<file path="config.mk">
export PLATFORM = sky130hd
export DESIGN_NAME = sensor_report_command_parser_flat
export DESIGN_NICKNAME = d
export VERILOG_FILES = /design/src/rtl/core/srcp_pkg.sv /design/src/rtl/core/srcp_if.sv /design/src/rtl/core/srcp_line_match.sv /design/src/rtl/core/srcp_timer.sv /design/src/rtl/core/sensor_report_command_parser.sv /design/src/flat_wrapper.sv
export SDC_FILE = /design/constraint.sdc
export NUM_CORES = 1
export LEC_CHECK = 0
export BUFFER_PORTS_ARGS = -buffer_cell sky130_fd_sc_hd__buf_2
export CORE_MARGIN = 2
export CORE_UTILIZATION = 57
export CTS_BUF_LIST = sky130_fd_sc_hd__clkbuf_8
export CTS_CLUSTER_DIAMETER = 40
export CTS_CLUSTER_SIZE = 30
export DETAILED_ROUTE_END_ITERATION = 7
export PLACE_DENSITY_LB_ADDON = 0.08
export SLEW_MARGIN = 0
export SYNTH_ARGS = -nofsm -noshare
export SYNTH_HDL_FRONTEND = slang
export SYNTH_SLANG_ARGS = --single-unit
</file>
<file path="constraint.sdc">
create_clock -name clk -period 3.9 [get_ports clk]
set_clock_uncertainty 0.05 [all_clocks]
set_input_delay 0.195 -clock clk [delete_from_list [all_inputs] [get_ports clk]]
set_output_delay 0.195 -clock clk [all_outputs]
set_load 0.02 [all_outputs]
</file>
<file path="src/rtl/core/srcp_pkg.sv">
// ----------------------------------------------------------------------------
// srcp_pkg
// Shared types and constants of the sensor report command parser: event
// codes, command text table and the line match result bundle.
// ----------------------------------------------------------------------------
package srcp_pkg;

  // Result event codes
  typedef enum logic [3:0] {
    EV_NONE     = 4'd0,
    EV_REPORT   = 4'd1,
    EV_STOP     = 4'd2,
    EV_START    = 4'd3,
    EV_OFF      = 4'd4,
    EV_SCALE_F  = 4'd5,
    EV_SCALE_C  = 4'd6,
    EV_PERIOD   = 4'd7,
    EV_LOG      = 4'd8,
    EV_BAD      = 4'd9,
    EV_TOO_LONG = 4'd10,
    EV_HALTED   = 4'd11
  } event_t;

  // Configuration register indexes
  localparam logic [1:0] CFG_START_PERIOD = 2'd0;
  localparam logic [1:0] CFG_START_SCALE  = 2'd1;

  localparam int unsigned PERIOD_W = 16;
  localparam int unsigned CFG_W    = 16;

  localparam logic [PERIOD_W-1:0] PERIOD_MAX   = '1;
  localparam logic [PERIOD_W-1:0] PERIOD_RESET = 16'd1;

  localparam logic [7:0] CHAR_NEWLINE = 8'h0A;
  localparam logic [7:0] CHAR_ZERO    = 8'h30;
  localparam logic [7:0] CHAR_NINE    = 8'h39;

  // Command candidates, in match priority order
  localparam int unsigned NCAND       = 7;
  localparam int unsigned CAND_PERIOD = 5;

  // Texts left-justified in seven characters; only the first CAND_LEN count
  localparam logic [55:0] CAND_TEXT [NCAND] = '{
    "STOP   ", "START  ", "OFF    ", "SCALE=F", "SCALE=C", "PERIOD=", "LOG    "
  };
  localparam logic [2:0] CAND_LEN [NCAND] = '{
    3'd4, 3'd5, 3'd3, 3'd7, 3'd7, 3'd7, 3'd3
  };
  // PERIOD= and LOG accept any tail
  localparam logic [NCAND-1:0] CAND_PREFIX = 7'b110_0000;
  localparam event_t CAND_EVENT [NCAND] = '{
    EV_STOP, EV_START, EV_OFF, EV_SCALE_F, EV_SCALE_C, EV_PERIOD, EV_LOG
  };

  // Character at a position of a candidate text
  function automatic logic [7:0] cand_char(input int unsigned idx, input logic [2:0] pos);
    logic [7:0] ch;
    ch = 8'h00;
    if (pos <= 3'd6) begin
      ch = CAND_TEXT[idx][8*(6-int'(pos)) +: 8];
    end
    return ch;
  endfunction

  // Outcome of one command byte
  typedef struct packed {
    event_t              evt;
    logic [PERIOD_W-1:0] period_val;
  } line_res_t;

endpackage

</file>
<file path="src/rtl/core/srcp_if.sv">
// ----------------------------------------------------------------------------
// srcp_in_if / srcp_out_if
// Valid/ready channels of the parser: command bytes and ticks in, one
// result per item out.
// ----------------------------------------------------------------------------
interface srcp_in_if;
  logic       valid;
  logic       ready;
  logic       mode;
  logic [7:0] rx_byte;

  modport source (output valid, output mode, output rx_byte, input ready);
  modport sink (input valid, input mode, input rx_byte, output ready);
endinterface

interface srcp_out_if;
  logic        valid;
  logic        ready;
  logic [3:0]  event_res;
  logic        reporting_on;
  logic        scale_celsius;
  logic [15:0] period_now;

  modport source (
    output valid, output event_res, output reporting_on,
    output scale_celsius, output period_now, input ready
  );
  modport sink (
    input valid, input event_res, input reporting_on,
    input scale_celsius, input period_now, output ready
  );
endinterface

</file>
<file path="src/rtl/core/srcp_line_match.sv">
// ----------------------------------------------------------------------------
// srcp_line_match
// Incremental command line matcher: tracks line length, the set of still
// possible commands and the PERIOD= digit run, and names the command at
// the newline.
// ----------------------------------------------------------------------------
module srcp_line_match #(
  parameter int unsigned LINE_BYTES = 64
) (
  input  logic                clk,
  input  logic                rst_n,
  input  logic                take,
  input  logic [7:0]          rx_byte,
  output srcp_pkg::line_res_t res
);
  import srcp_pkg::*;

  localparam int unsigned LEN_W = $clog2(LINE_BYTES);
  localparam logic [LEN_W-1:0] LEN_LIMIT  = LEN_W'(LINE_BYTES - 1);
  localparam logic [LEN_W-1:0] DIGIT_POS  = LEN_W'(CAND_LEN[CAND_PERIOD]);

  logic [LEN_W-1:0]    len_r, len_nxt;
  logic [NCAND-1:0]    flags_r, flags_nxt;
  logic [PERIOD_W-1:0] num_r, num_nxt;
  logic                ended_r, ended_nxt;

  logic [NCAND-1:0]    flags_upd;
  logic [PERIOD_W+3:0] num_x10;
  logic                is_digit;
  logic                too_long;
  logic                found;
  event_t              end_evt;

  // Narrow candidates by the byte at this position
  always_comb begin
    flags_upd = flags_r;
    for (int unsigned i = 0; i < NCAND; i++) begin
      if (len_r < LEN_W'(CAND_LEN[i])) begin
        if (cand_char(i, len_r[2:0]) != rx_byte) begin
          flags_upd[i] = 1'b0;
        end
      end else if (!CAND_PREFIX[i]) begin
        flags_upd[i] = 1'b0;
      end
    end
  end

  // Pick the command named by the finished line
  always_comb begin
    found   = 1'b0;
    end_evt = EV_BAD;
    for (int unsigned i = 0; i < NCAND; i++) begin
      if (!found && flags_r[i]) begin
        if (CAND_PREFIX[i] ? (len_r >= LEN_W'(CAND_LEN[i]))
                           : (len_r == LEN_W'(CAND_LEN[i]))) begin
          found   = 1'b1;
          end_evt = CAND_EVENT[i];
        end
      end
    end
  end

  assign too_long = (len_r >= LEN_LIMIT);
  assign is_digit = (rx_byte >= CHAR_ZERO) && (rx_byte <= CHAR_NINE);
  assign num_x10  = ({4'd0, num_r} << 3) + ({4'd0, num_r} << 1)
                  + {12'd0, rx_byte[3:0]};

  // Advance line state and form the event
  always_comb begin
    len_nxt        = len_r;
    flags_nxt      = flags_r;
    num_nxt        = num_r;
    ended_nxt      = ended_r;
    res.evt        = EV_NONE;
    res.period_val = num_r;
    priority if (rx_byte == CHAR_NEWLINE) begin
      res.evt   = end_evt;
      len_nxt   = '0;
      flags_nxt = '1;
      num_nxt   = '0;
      ended_nxt = 1'b0;
    end else if (too_long) begin
      res.evt = EV_TOO_LONG;
    end else begin
      flags_nxt = flags_upd;
      len_nxt   = len_r + LEN_W'(1);
      if (flags_upd[CAND_PERIOD] && (len_r >= DIGIT_POS) && !ended_r) begin
        if (is_digit) begin
          num_nxt = (num_x10 > {4'd0, PERIOD_MAX}) ? PERIOD_MAX : num_x10[PERIOD_W-1:0];
        end else begin
          ended_nxt = 1'b1;
        end
      end
    end
  end

  // Hold line state between bytes
  always_ff @(posedge clk) begin
    if (!rst_n) begin
      len_r   <= '0;
      flags_r <= '1;
      num_r   <= '0;
      ended_r <= 1'b0;
    end else if (take) begin
      len_r   <= len_nxt;
      flags_r <= flags_nxt;
      num_r   <= num_nxt;
      ended_r <= ended_nxt;
    end
  end

endmodule

</file>
<file path="src/rtl/core/srcp_timer.sv">
// ----------------------------------------------------------------------------
// srcp_timer
// Saturating count of elapsed seconds; flags a report when the count
// reaches the period while reporting is on, and clears the count.
// ----------------------------------------------------------------------------
module srcp_timer (
  input  logic                          clk,
  input  logic                          rst_n,
  input  logic                          tick,
  input  logic                          reporting,
  input  logic [srcp_pkg::PERIOD_W-1:0] period,
  output logic                          report
);
  import srcp_pkg::*;

  logic [PERIOD_W-1:0] elapsed_r, elapsed_nxt;
  logic [PERIOD_W-1:0] elapsed_inc;

  assign elapsed_inc = (elapsed_r != PERIOD_MAX) ? elapsed_r + PERIOD_W'(1) : elapsed_r;
  assign report      = reporting && (elapsed_inc >= period);
  assign elapsed_nxt = report ? '0 : elapsed_inc;

  // Count ticks
  always_ff @(posedge clk) begin
    if (!rst_n) begin
      elapsed_r <= '0;
    end else if (tick) begin
      elapsed_r <= elapsed_nxt;
    end
  end

endmodule

</file>
<file path="src/rtl/core/sensor_report_command_parser.sv">
// ----------------------------------------------------------------------------
// sensor_report_command_parser
// Command line parser and report timer of a temperature sensor node.
// ----------------------------------------------------------------------------
// Usage:
//   in_ch carries one item per transfer: mode 0 is a received command byte,
//   mode 1 a one-second tick. Every item gives exactly one result on out_ch:
//   an event code plus the reporting flag, scale and period after the item.
//   cfg_we/cfg_index/cfg_wdata load the start period (index 0) and start
//   scale (index 1); a write also loads the working value at once. Write
//   only while no item is in flight.
// Latency and throughput:
//   One item per cycle while out_ch takes results. The result sits in the
//   output register the cycle after the input transfer; all work is one
//   combinational pass from the input handshake into that register.
// Reset:
//   Synchronous, active low. Period returns to 1, scale to Fahrenheit,
//   reporting on, line and elapsed count cleared, halt flag cleared.
// Stall:
//   While a result waits in the output register and out_ch.ready is low,
//   in_ch.ready drops; nothing is lost. A waiting result is replaced in the
//   same cycle it is taken.
// ----------------------------------------------------------------------------
module sensor_report_command_parser #(
  parameter int unsigned LINE_BYTES = 64
) (
  input  logic                       clk,
  input  logic                       rst_n,
  srcp_in_if.sink                    in_ch,
  srcp_out_if.source                 out_ch,
  input  logic                       cfg_we,
  input  logic [1:0]                 cfg_index,
  input  logic [srcp_pkg::CFG_W-1:0] cfg_wdata
);
  import srcp_pkg::*;

  logic [PERIOD_W-1:0] period_r, period_nxt;
  logic                scale_r, scale_nxt;
  logic                reporting_r, reporting_nxt;
  logic                halted_r, halted_nxt;

  logic                out_valid_r;
  event_t              out_evt_r;
  logic                out_rep_r;
  logic                out_scale_r;
  logic [PERIOD_W-1:0] out_period_r;

  logic      accept;
  logic      take_byte;
  logic      take_tick;
  logic      report;
  event_t    evt;
  line_res_t line_res;

  // Accept whenever the output register is free or being drained
  assign in_ch.ready = !out_valid_r || out_ch.ready;
  assign accept      = in_ch.valid && in_ch.ready;
  assign take_byte   = accept && !halted_r && !in_ch.mode;
  assign take_tick   = accept && !halted_r && in_ch.mode;

  srcp_line_match #(
    .LINE_BYTES (LINE_BYTES)
  ) u_line (
    .clk     (clk),
    .rst_n   (rst_n),
    .take    (take_byte),
    .rx_byte (in_ch.rx_byte),
    .res     (line_res)
  );

  srcp_timer u_timer (
    .clk       (clk),
    .rst_n     (rst_n),
    .tick      (take_tick),
    .reporting (reporting_r),
    .period    (period_r),
    .report    (report)
  );

  // Apply the item to the control flags
  always_comb begin
    period_nxt    = period_r;
    scale_nxt     = scale_r;
    reporting_nxt = reporting_r;
    halted_nxt    = halted_r;
    evt           = EV_NONE;
    priority if (halted_r) begin
      evt = EV_HALTED;
    end else if (in_ch.mode) begin
      evt = report ? EV_REPORT : EV_NONE;
    end else begin
      evt = line_res.evt;
      unique case (line_res.evt)
        EV_STOP:     reporting_nxt = 1'b0;
        EV_START:    reporting_nxt = 1'b1;
        EV_SCALE_F:  scale_nxt     = 1'b0;
        EV_SCALE_C:  scale_nxt     = 1'b1;
        EV_PERIOD:   period_nxt    = line_res.period_val;
        EV_OFF, EV_BAD, EV_TOO_LONG: halted_nxt = 1'b1;
        default: ;
      endcase
    end
  end

  // Hold control state; configuration writes load the working values
  always_ff @(posedge clk) begin
    if (!rst_n) begin
      period_r    <= PERIOD_RESET;
      scale_r     <= 1'b0;
      reporting_r <= 1'b1;
      halted_r    <= 1'b0;
    end else if (cfg_we) begin
      if (cfg_index == CFG_START_PERIOD) begin
        period_r <= cfg_wdata[PERIOD_W-1:0];
      end else if (cfg_index == CFG_START_SCALE) begin
        scale_r <= cfg_wdata[0];
      end
    end else if (accept) begin
      period_r    <= period_nxt;
      scale_r     <= scale_nxt;
      reporting_r <= reporting_nxt;
      halted_r    <= halted_nxt;
    end
  end

  // Output register: valid
  always_ff @(posedge clk) begin
    if (!rst_n) begin
      out_valid_r <= 1'b0;
    end else if (accept) begin
      out_valid_r <= 1'b1;
    end else if (out_ch.ready) begin
      out_valid_r <= 1'b0;
    end
  end

  // Output register: payload
  always_ff @(posedge clk) begin
    if (accept) begin
      out_evt_r    <= evt;
      out_rep_r    <= reporting_nxt;
      out_scale_r  <= scale_nxt;
      out_period_r <= period_nxt;
    end
  end

  assign out_ch.valid         = out_valid_r;
  assign out_ch.event_res     = out_evt_r;
  assign out_ch.reporting_on  = out_rep_r;
  assign out_ch.scale_celsius = out_scale_r;
  assign out_ch.period_now    = out_period_r;

endmodule

</file>
<file path="src/flat_wrapper.sv">
// flat-port wrapper written by rule: the top's interface ports become plain ports
module sensor_report_command_parser_flat import srcp_pkg::*;
#(
  parameter int unsigned LINE_BYTES = 64
)
  (clk, rst_n, cfg_we, cfg_index, cfg_wdata, in_ch_valid, in_ch_mode, in_ch_rx_byte, in_ch_ready, out_ch_valid, out_ch_event_res, out_ch_reporting_on, out_ch_scale_celsius, out_ch_period_now, out_ch_ready);
  srcp_in_if in_ch_i ();
  srcp_out_if out_ch_i ();
  input  logic clk;
  input  logic rst_n;
  input  logic cfg_we;
  input  logic [1:0] cfg_index;
  input  logic [srcp_pkg::CFG_W-1:0] cfg_wdata;
  input wire logic [$bits(in_ch_i.valid)-1:0] in_ch_valid;
  input wire logic [$bits(in_ch_i.mode)-1:0] in_ch_mode;
  input wire logic [$bits(in_ch_i.rx_byte)-1:0] in_ch_rx_byte;
  output wire logic [$bits(in_ch_i.ready)-1:0] in_ch_ready;
  output wire logic [$bits(out_ch_i.valid)-1:0] out_ch_valid;
  output wire logic [$bits(out_ch_i.event_res)-1:0] out_ch_event_res;
  output wire logic [$bits(out_ch_i.reporting_on)-1:0] out_ch_reporting_on;
  output wire logic [$bits(out_ch_i.scale_celsius)-1:0] out_ch_scale_celsius;
  output wire logic [$bits(out_ch_i.period_now)-1:0] out_ch_period_now;
  input wire logic [$bits(out_ch_i.ready)-1:0] out_ch_ready;
  assign in_ch_i.valid = in_ch_valid;
  assign in_ch_i.mode = in_ch_mode;
  assign in_ch_i.rx_byte = in_ch_rx_byte;
  assign in_ch_ready = in_ch_i.ready;
  assign out_ch_valid = out_ch_i.valid;
  assign out_ch_event_res = out_ch_i.event_res;
  assign out_ch_reporting_on = out_ch_i.reporting_on;
  assign out_ch_scale_celsius = out_ch_i.scale_celsius;
  assign out_ch_period_now = out_ch_i.period_now;
  assign out_ch_i.ready = out_ch_ready;
  sensor_report_command_parser #(.LINE_BYTES(LINE_BYTES)) u_core (.clk(clk), .rst_n(rst_n), .in_ch(in_ch_i), .out_ch(out_ch_i), .cfg_we(cfg_we), .cfg_index(cfg_index), .cfg_wdata(cfg_wdata));
endmodule
</file>
==> metrics, run 1 <==
status=complete, no violations; Netlist cell types=68; Reg clk slew, reported paths=0.10 ns; DRT antenna net count=0; GRT Overall Usage=28.5%; die area=12200 um^2; number of I/O pins=56; Seq/Total Area, Yosys=30.6%; Setup TNS=0 ns; EDFF count, synth=22; Clock Latency Late Sink=0.37 ns; VDD IR max=0.235 mV; Die Y=111 um; Worst Tran Pin Value=0.877 ns; root buffer cell=clkbuf_8; worst path arrival time=3.88 ns; vias in the first global route=5930; Synth Area per Inst=8.32 um^2; Post-synth ARST share=0%; final core utilization=65.0%; Worst slew margin=41.4%; final period utilization=93.4%; CTS HTree Levels=3; # DRC=0; Core Area=11000 um^2; largest net degree at the start of global routing=47; die width=111 um; floorplan row count=38; CP startpoint kind=flip-flop; initial antenna violation count=0; Slew Viols, Final=0; 1st-iter DRT viols=612; leading post-synthesis cells by cell area=dfxtp_1 (20%), ha_1 (10%), edfxtp_1 (10%); Synthesized Nets=867; count leader, synth=nor2_1; CTS tree=yes; Worst Setup Path Type=reg2reg; Max Fclk=275 MHz; WHS=0.0204 ns; wire per inst=18.0 um; cells after synthesis=779; CP Max Fanout=6; postcts setup bufs=0; leading area contributor after synthesis=dfxtp_1; Power Density=273 nW/um^2; gr ovfl total=0; final hold viol count=0; Tightest Hold Check Type=in2reg; Layout area overhead=10.1%; clock sinks=88; clock buffer depth=2; Port-buffer cells=55; Tmin final=3.64 ns; DP Area=6910 um^2; max-cap violation count=0; detailed-route wire length=17400 um; layout cells sized above 1=15.5%; Finished Cell Area=7140 um^2; first-pass GRT wire length=28900 um; CP required=4.14 ns; vias per cell=6.33; hpwl dp=12700 um; Setup-failing EPs final=0; vias=6143; Post-synth top cells=nor2_1 (83), a21oi_1 (66), dfxtp_1 (66); Starting Density=59.0%; type of destination of the critical path=flip-flop; total power=1.95 mW; TritonRoute pass-1 iters=7; nets=913; delay of the slowest critical-path stage=0.58 ns; worst-path cell chain=nand4_1, nor4_2, and2_2, nor2_2, nand3_1, xnor2_1, ha_1, or2_2, a21oi_1, nor2_1, a2111oi_0, o211a_1, or4b_2, a31oi_1; Yosys warnings=0; # diodes=0; Cell Area, Synth=6480 um^2; Yosys top cell area share=20.4%; Most used DFF post-synth=dfxtp_1; Crit-path slowest cell=or4b_2; unrepaired setup endpoints after global routing=false; synthesis-stage register bit count=88; Placer Congestion=0.928; total CTS buffers=9; Pleak=2.90 nW
[repair_timing]
action | 4_1_cts | 5_1_grt
hold buffers | 1 | 1
hold endpoints to repair | 1 | 1
setup endpoints to repair | 0 | 9
gates resized for setup | 0 | 3
[where the power goes]
group	switching, mW	internal [mW]	total [mW]
clock network	0.361	0.304	0.666
logic	0.187	0.111	0.298
registers	0.0193	0.963	0.983
total	0.567	1.38	1.95
[path summary, 6_finish.rpt]
path | from | end | slack [ns] | cells after the start
worst max-delay path | u_core.u_timer.elapsed_r[5] | u_core.u_timer.elapsed_r[11] | 0.26 | 14
worst max register to register | u_core.u_timer.elapsed_r[5] | u_core.u_timer.elapsed_r[11] | 0.26 | 14
worst min register to register | u_core.u_line.ended_r | u_core.u_line.ended_r | 0.44 | 2
worst min-delay path | cfg_wdata[8] | u_core.period_r[8] | 0.02 | 3
[registers in the layout, summed over array words and instances, names as in the netlist]
| signal | count |
|---|---|
| u_core.out_ch.valid | 1 |
| u_core.u_timer.elapsed_r | 16 |
| u_core.u_line.len_r | 6 |
| u_core.scale_r | 1 |
| u_core.reporting_r | 1 |
| u_core.u_line.num_r | 16 |
| u_core.u_line.ended_r | 1 |
| u_core.halted_r | 1 |
| u_core.period_r | 16 |
| u_core.out_ch.event_res | 4 |
| u_core.u_line.flags_r | 7 |
| u_core.out_ch.scale_celsius | 1 |
| u_core.out_ch.reporting_on | 1 |
| u_core.out_ch.period_now | 16 |
[cells in the final DEF, fill, tap and decap left out, drive strengths merged, types with 17 or more instances in the layout]
| master | n |
|---|---|
| dfxtp | 66 |
| nand2 | 50 |
| xor2 | 29 |
| nand3 | 38 |
| nor2 | 83 |
| a211oi | 17 |
| ha | 54 |
| edfxtp | 22 |
| xnor2 | 25 |
| mux2 | 20 |
| o21ai | 27 |
| inv | 39 |
| buf | 77 |
| a21oi | 66 |
[logic make-up after synthesis]
kind of cell | count (synthesis) | synth area share [%]
AO/OA/AOI/OAI | 203 | 20.8
XOR/XNOR | 54 | 7.29
adder cells (fa/ha/maj) | 56 | 11.0
buffers and inverters | 81 | 5.13
flip-flops | 88 | 30.6
multiplexers | 24 | 4.09
AND/OR/NAND/NOR | 273 | 21.1
[final cells by class]
class	count	area [um^2]
Tap cell	140	175
Clock inverter	7	77.6
Multi-Input combinational cell	610	4190
Inverter	37	139
Clock buffer	9	124
Timing Repair Buffer	79	460
Sequential cell	88	1980
Fill cell	952	3840
[layer usage]
layer | routed length, um | part of all wire [%] | vias to the layer above | GRT usage [%]
met5 | 0 | 0 | - | 0
met2 | 8450 | 48 | 236 | 48.3
met3 | 1130 | 6.5 | 22 | 4.76
met1 | 7560 | 43 | 2931 | 37.6
li1 | - | - | 2954 | -
met4 | 308 | 1.8 | 0 | 8.33
[critical path, delay by kind of cell, from the launching register on]
family / cells / cell delay (ns)
and+or+nand+nor: 8 / 1.89
AOI/OAI and AO/OA: 4 / 0.90
DFF: 1 / 0.46
adders and majority gates: 1 / 0.17
xor gates and xnor gates: 1 / 0.07
[metrics by stage]
stage | cells | worst slack [ns]
5_1_grt | 970 | 0.0255
3_5_place_dp | 952 | 0.108
6_report | 970 | 0.257
4_1_cts | 969 | 0.0819
3_3_place_gp | 952 | 0.223
2_1_floorplan | 779 | 0.175
Note: power is estimated with default switching activity, not from simulation.
==> run 2: changes to the inputs <==
--- a/config.mk
+++ b/config.mk
@@ -5,13 +5,13 @@
 export SDC_FILE = /design/constraint.sdc
 export NUM_CORES = 1
 export LEC_CHECK = 0
-export BUFFER_PORTS_ARGS = -buffer_cell sky130_fd_sc_hd__buf_2
 export CORE_MARGIN = 2
-export CORE_UTILIZATION = 57
+export CORE_UTILIZATION = 60
 export CTS_BUF_LIST = sky130_fd_sc_hd__clkbuf_8
 export CTS_CLUSTER_DIAMETER = 40
 export CTS_CLUSTER_SIZE = 30
 export DETAILED_ROUTE_END_ITERATION = 7
+export DONT_BUFFER_PORTS = 1
 export PLACE_DENSITY_LB_ADDON = 0.08
 export SLEW_MARGIN = 0
 export SYNTH_ARGS = -nofsm -noshare
==> metrics, run 2 (synthesized netlist as in run 1, its figures left out) <==
status=finished, violations left; failing checks=design-rule violations; Starting Density=62.3%; Worst Tran Pin Value=0.888 ns; first-pass GRT wire length=28200 um; Layout area overhead=9.38%; root buffer cell=clkbuf_8; wire per inst=18.4 um; Finished Layout Cells=936; Worst slew margin=40.7%; die width=108 um; clock buffer depth=2; Setup TNS=0 ns; total CTS buffers=9; 1st-iter DRT viols=497; nets=883; final core utilization=68.1%; clock power share=32.7%; Worst Setup Path Type=reg2reg; Finished Cell Area=7090 um^2; # diodes=0; CP Max Fanout=7; DP Area=6670 um^2; most common cell after layout, fill and taps aside=nor2_1; initial antenna violation count=0; number of I/O pins=56; CTS tree=yes; WHS=0.00161 ns; CP required=4.14 ns; Setup-failing EPs final=0; unrepaired setup endpoints after global routing=false; switch share=27.1%; Max Fclk=282 MHz; detailed-route wire length=17200 um; Slew Viols, Final=0; Power Density=264 nW/um^2; Tightest Hold Check Type=in2reg; worst path arrival time=3.78 ns; Int Power=1.37 mW; CTS HTree Levels=3; Placer Congestion=0.913; GRT Overall Usage=30.3%; Pleak=2.79 nW; max-cap violation count=0; largest net degree at the start of global routing=47; Gate power share=13.7%; hpwl dp=12700 um; DRT antenna net count=0; Clock Latency Late Sink=0.37 ns; final hold viol count=0; placed insts=898; Die Y=108 um; vias per cell=6.43; CP startpoint kind=flip-flop; Port-buffer cells=0; Sw Pwr=507 uW; Core Area=10400 um^2; clock sinks=88; TritonRoute pass-1 iters=8; # DRC=9; VDD IR max=0.176 mV; most frequent cells in the layout=nor2_1 (82), a21oi_1 (66), dfxtp_1 (61); final period utilization=90.8%; Sequential Power Share=53.6%; Tmin final=3.54 ns; vias in the first global route=5805; gr ovfl total=0; type of destination of the critical path=flip-flop; floorplan row count=37; die area=11700 um^2; Reg clk slew, reported paths=0.09 ns; vias=6016; layout cells sized above 1=10.8%
## run 2: layer usage
metal | vias up | GRT usage (%) | part of all wire (%)
li1 | 2900 | - | -
met1 | 2860 | 38.1 | 42
met2 | 220 | 52.5 | 49
met3 | 36 | 4.28 | 6.3
met4 | 0 | 11.7 | 2.8
met5 | - | 0 | 0
## run 2: final timing paths
check,startpoint,end,slack (ns),cells past startpoint
min reg2reg,u_core.u_line.ended_r,u_core.u_line.ended_r,0.43,2
max,u_core.u_timer.elapsed_r[0],u_core.u_timer.elapsed_r[11],0.36,15
max reg2reg,u_core.u_timer.elapsed_r[0],u_core.u_timer.elapsed_r[11],0.36,15
min,rst_n,u_core.u_timer.elapsed_r[6],0.002,2
## run 2: power groups by stage
stage	Clock (mW)	Combinational [mW]	Sequential (mW)
floorplan	0	0.182	1.02
global placement	0	0.221	1.02
detailed placement	0	0.226	1.03
CTS	0.618	0.244	1.00
global route	0.646	0.283	1.01
finish	0.612	0.257	1.00
## run 2: layout make-up
cell class	count	area, um^2
clock buffers	9	124
clock inverters	7	58.8
fillers	889	3320
inverters	37	139
multi-input cells	610	4200
flip-flops and latches	88	1990
well taps	136	170
repair buffers	49	415
## run 2: critical path, stage by stage (launching register included)
cell and delay (ns):
dfxtp_1 0.38, ha_1 0.25, and3_1 0.20, and2_4 0.15, nor2_2 0.13, buf_4 0.17, nand3_1 0.09, xnor2_1 0.14
ha_1 0.17, or2_2 0.28, a21oi_1 0.15, nor2_1 0.07, a2111oi_2 0.23, o211a_1 0.24, or4b_2 0.59, a31oi_1 0.17
## run 2: per-stage QoR
step,setup WS [ns],power [mW]
2_1_floorplan,0.175,1.20
3_3_place_gp,0.200,1.24
3_5_place_dp,0.0571,1.25
4_1_cts,0.0312,1.87
5_1_grt,0.0976,1.94
6_report,0.358,1.87
## run 2: timing repair
action,4_1_cts,5_1_grt
setup endpoints to repair,0,13
hold endpoints to repair,21,0
gates resized for setup,0,12
hold buffers,19,0
buffers inserted,0,3
==> run 3: changes to the inputs <==
--- a/config.mk
+++ b/config.mk
@@ -16,4 +16,5 @@
 export SLEW_MARGIN = 0
 export SYNTH_ARGS = -nofsm -noshare
 export SYNTH_HDL_FRONTEND = slang
+export SYNTH_HIERARCHICAL = 1
 export SYNTH_SLANG_ARGS = --single-unit
==> metrics, run 3 <==
Setup-failing EPs final=0; Crit-path slowest cell=or4_4; # diodes=0; max-cap violation count=0; Simple-Gate Fraction of Synth Area=21.0%; Adder-Cell Fraction of Synth Area=10.7%; Core Area=11300 um^2; EDFF count, synth=22; VDD IR max=0.196 mV; Hold Path Origin=in_ch_rx_byte[4]; Max Fclk=270 MHz; type of destination of the critical path=flip-flop; CTS tree=yes; most common cell after layout, fill and taps aside=dfxtp_1; largest family of logic cells by synthesized area=compound AO/OA/AOI/OAI gates; Power Density=286 nW/um^2; final period utilization=95.1%; postcts setup bufs=0; FF-to-FF setup slack=0.19 ns; Netlist cell types=81; largest net degree at the start of global routing=30; Finished Layout Cells=949; hold path endpoint=u_core/u_line/flags_r[1]; vias per cell=6.75; Post-synth ARST share=0%; leading post-synthesis cells by cell area=dfxtp_1 (19%), ha_1 (10%), edfxtp_1 (9.6%); # DRC=0; CTS HTree Levels=3; number of I/O pins=56; final hold viol count=0; compound-gate portion of the synthesized area=23.4%; wire per inst=20.0 um; delay of the slowest critical-path stage=0.57 ns; GRT Overall Usage=30.4%; die area=12400 um^2; Slew Viols, Final=0; Worst Setup Path Type=reg2reg; min setup slack post-route=0.191 ns; Seq/Total Area, Yosys=28.8%; unrepaired setup endpoints after global routing=false; total CTS buffers=9; first-pass GRT wire length=30900 um; initial antenna violation count=0; count leader, synth=dfxtp_1; Yosys top cell area share=19.2%; Synth Area per Inst=8.42 um^2; Die Y=111 um; Worst slew margin=35.7%; DP Area=6930 um^2; Finished Cell Area=7270 um^2; total power=2.08 mW; floorplan row count=39; worst r2r src=u_core/u_timer/elapsed_r[1]; Worst Tran Pin Value=0.963 ns; Reg clk slew, reported paths=0.09 ns; DRT antenna net count=0; R2R Path End=u_core/u_timer/elapsed_r[9]; Pleak=3.13 nW; synthesis-stage register bit count=88; most frequent cells in the layout=dfxtp_1 (66), o21ai_0 (62), ha_1 (56); worst path arrival time=3.95 ns; root buffer cell=clkbuf_8; clock sinks=88; mux share of post-synthesis cell area=4.09%; Layout area overhead=5.45%; nets=891; detailed-route wire length=19000 um; Port-buffer cells=0; Placer Congestion=0.914; Yosys warnings=6; CP Max Fanout=16; Cell Area, Synth=6890 um^2; hpwl dp=13900 um; Post-Place Worst Slack=0.327 ns; Tightest Hold Check Type=in2reg; hold path cells=3; vias=6403; status=complete, no violations; Setup TNS=0 ns; Tmin final=3.71 ns; vias in the first global route=6284; Most used DFF post-synth=dfxtp_1; cells after synthesis=818; die width=111 um; r2r worst-path depth=10; clock buffer depth=2; placed insts=925; gr ovfl total=0; layout cells sized above 1=8.81%; worst-path cell chain=ha_1, nand4_1, or4_4, xnor2_1, ha_1, nand2b_1, a2111o_1, a31oi_1, nand4_1, o211ai_1; CP required=4.14 ns; leading area contributor after synthesis=dfxtp_1; Clock Latency Late Sink=0.37 ns; CP startpoint kind=flip-flop; 1st-iter DRT viols=621; Post-synth top cells=dfxtp_1 (66), o21ai_0 (62), ha_1 (56); xor and xnor area share after synthesis=5.85%; Synthesized Nets=908; TritonRoute pass-1 iters=5; Starting Density=60.9%
[run 3: timing repair]
| action | CTS | global route |
|---|---|---|
| endpoints found under the setup margin | 0 | 9 |
| endpoints found under the hold margin | 36 | 0 |
| gates resized for setup | 0 | 2 |
| hold buffers | 8 | 0 |
[run 3: worst max-delay path by stage]
stage,from,endpoint,slack (ns),depth (start not counted)
final,u_core/u_timer/elapsed_r[1],u_core/u_timer/elapsed_r[9],0.19,10
after global routing,u_core/u_timer/elapsed_r[0],u_core/u_timer/elapsed_r[9],0.009,10
after CTS,u_core/u_timer/elapsed_r[2],u_core/u_timer/elapsed_r[3],0.32,12
after detailed placement,u_core/u_timer/elapsed_r[2],u_core/u_timer/elapsed_r[3],0.33,12
after global placement,u_core/u_timer/elapsed_r[1],u_core/u_timer/elapsed_r[9],0.42,10
after floorplan,u_core/u_line/len_r[0],u_core/out_ch.period_now[10],0.66,11
[run 3: where the power goes]
| part | leakage [nW] | internal [mW] | switching (mW) |
|---|---|---|---|
| Combinational | 2.25 | 0.117 | 0.166 |
| Sequential | 0.754 | 0.973 | 0.0452 |
| Clock | 0.126 | 0.428 | 0.346 |
[run 3: area by class of cell]
class / count / area (um^2)
Multi-Input combinational cell: 636 / 4500
Clock inverter: 7 / 118
Tap cell: 143 / 179
Fill cell: 998 / 4060
Timing Repair Buffer: 23 / 203
Inverter: 43 / 161
Clock buffer: 9 / 124
Sequential cell: 88 / 1980
[run 3: metrics by stage]
stage	hold WS [ns]	utilization, %
after CTS	0.00306	64.1
after detailed placement	0.255	61.2
after global routing	0.0297	64.2
final	0.0174	64.2
after floorplan	0.236	-
after global placement	0.250	61.2
[run 3: routing by layer]
| layer | part of all wire (%) | global-route usage, % | vias to the layer above | wire, um |
|---|---|---|---|---|
| met5 | 0 | 0 | - | 0 |
| met4 | 3.3 | 13.1 | 0 | 617 |
| met3 | 6.8 | 3.39 | 56 | 1300 |
| met2 | 48 | 51.4 | 300 | 9100 |
| met1 | 42 | 39.5 | 3007 | 7960 |
| li1 | - | - | 3040 | - |
[run 3: cells by family after synthesis]
family | after synthesis
AND/OR/NAND/NOR | 267
AO/OA/AOI/OAI | 240
buffers and inverters | 94
flip-flops | 88
adder cells (fa/ha/maj) | 58
XOR/XNOR | 46
multiplexers | 25
[run 3: worst max-delay path: cells and delay by family, from the launching register on]
family          cells  cell delay (ns)
compound gates      3             1.05
xor+xnor            1             0.27
simple gates        4             1.19
fa+ha+maj           2             0.63
flops               1             0.44
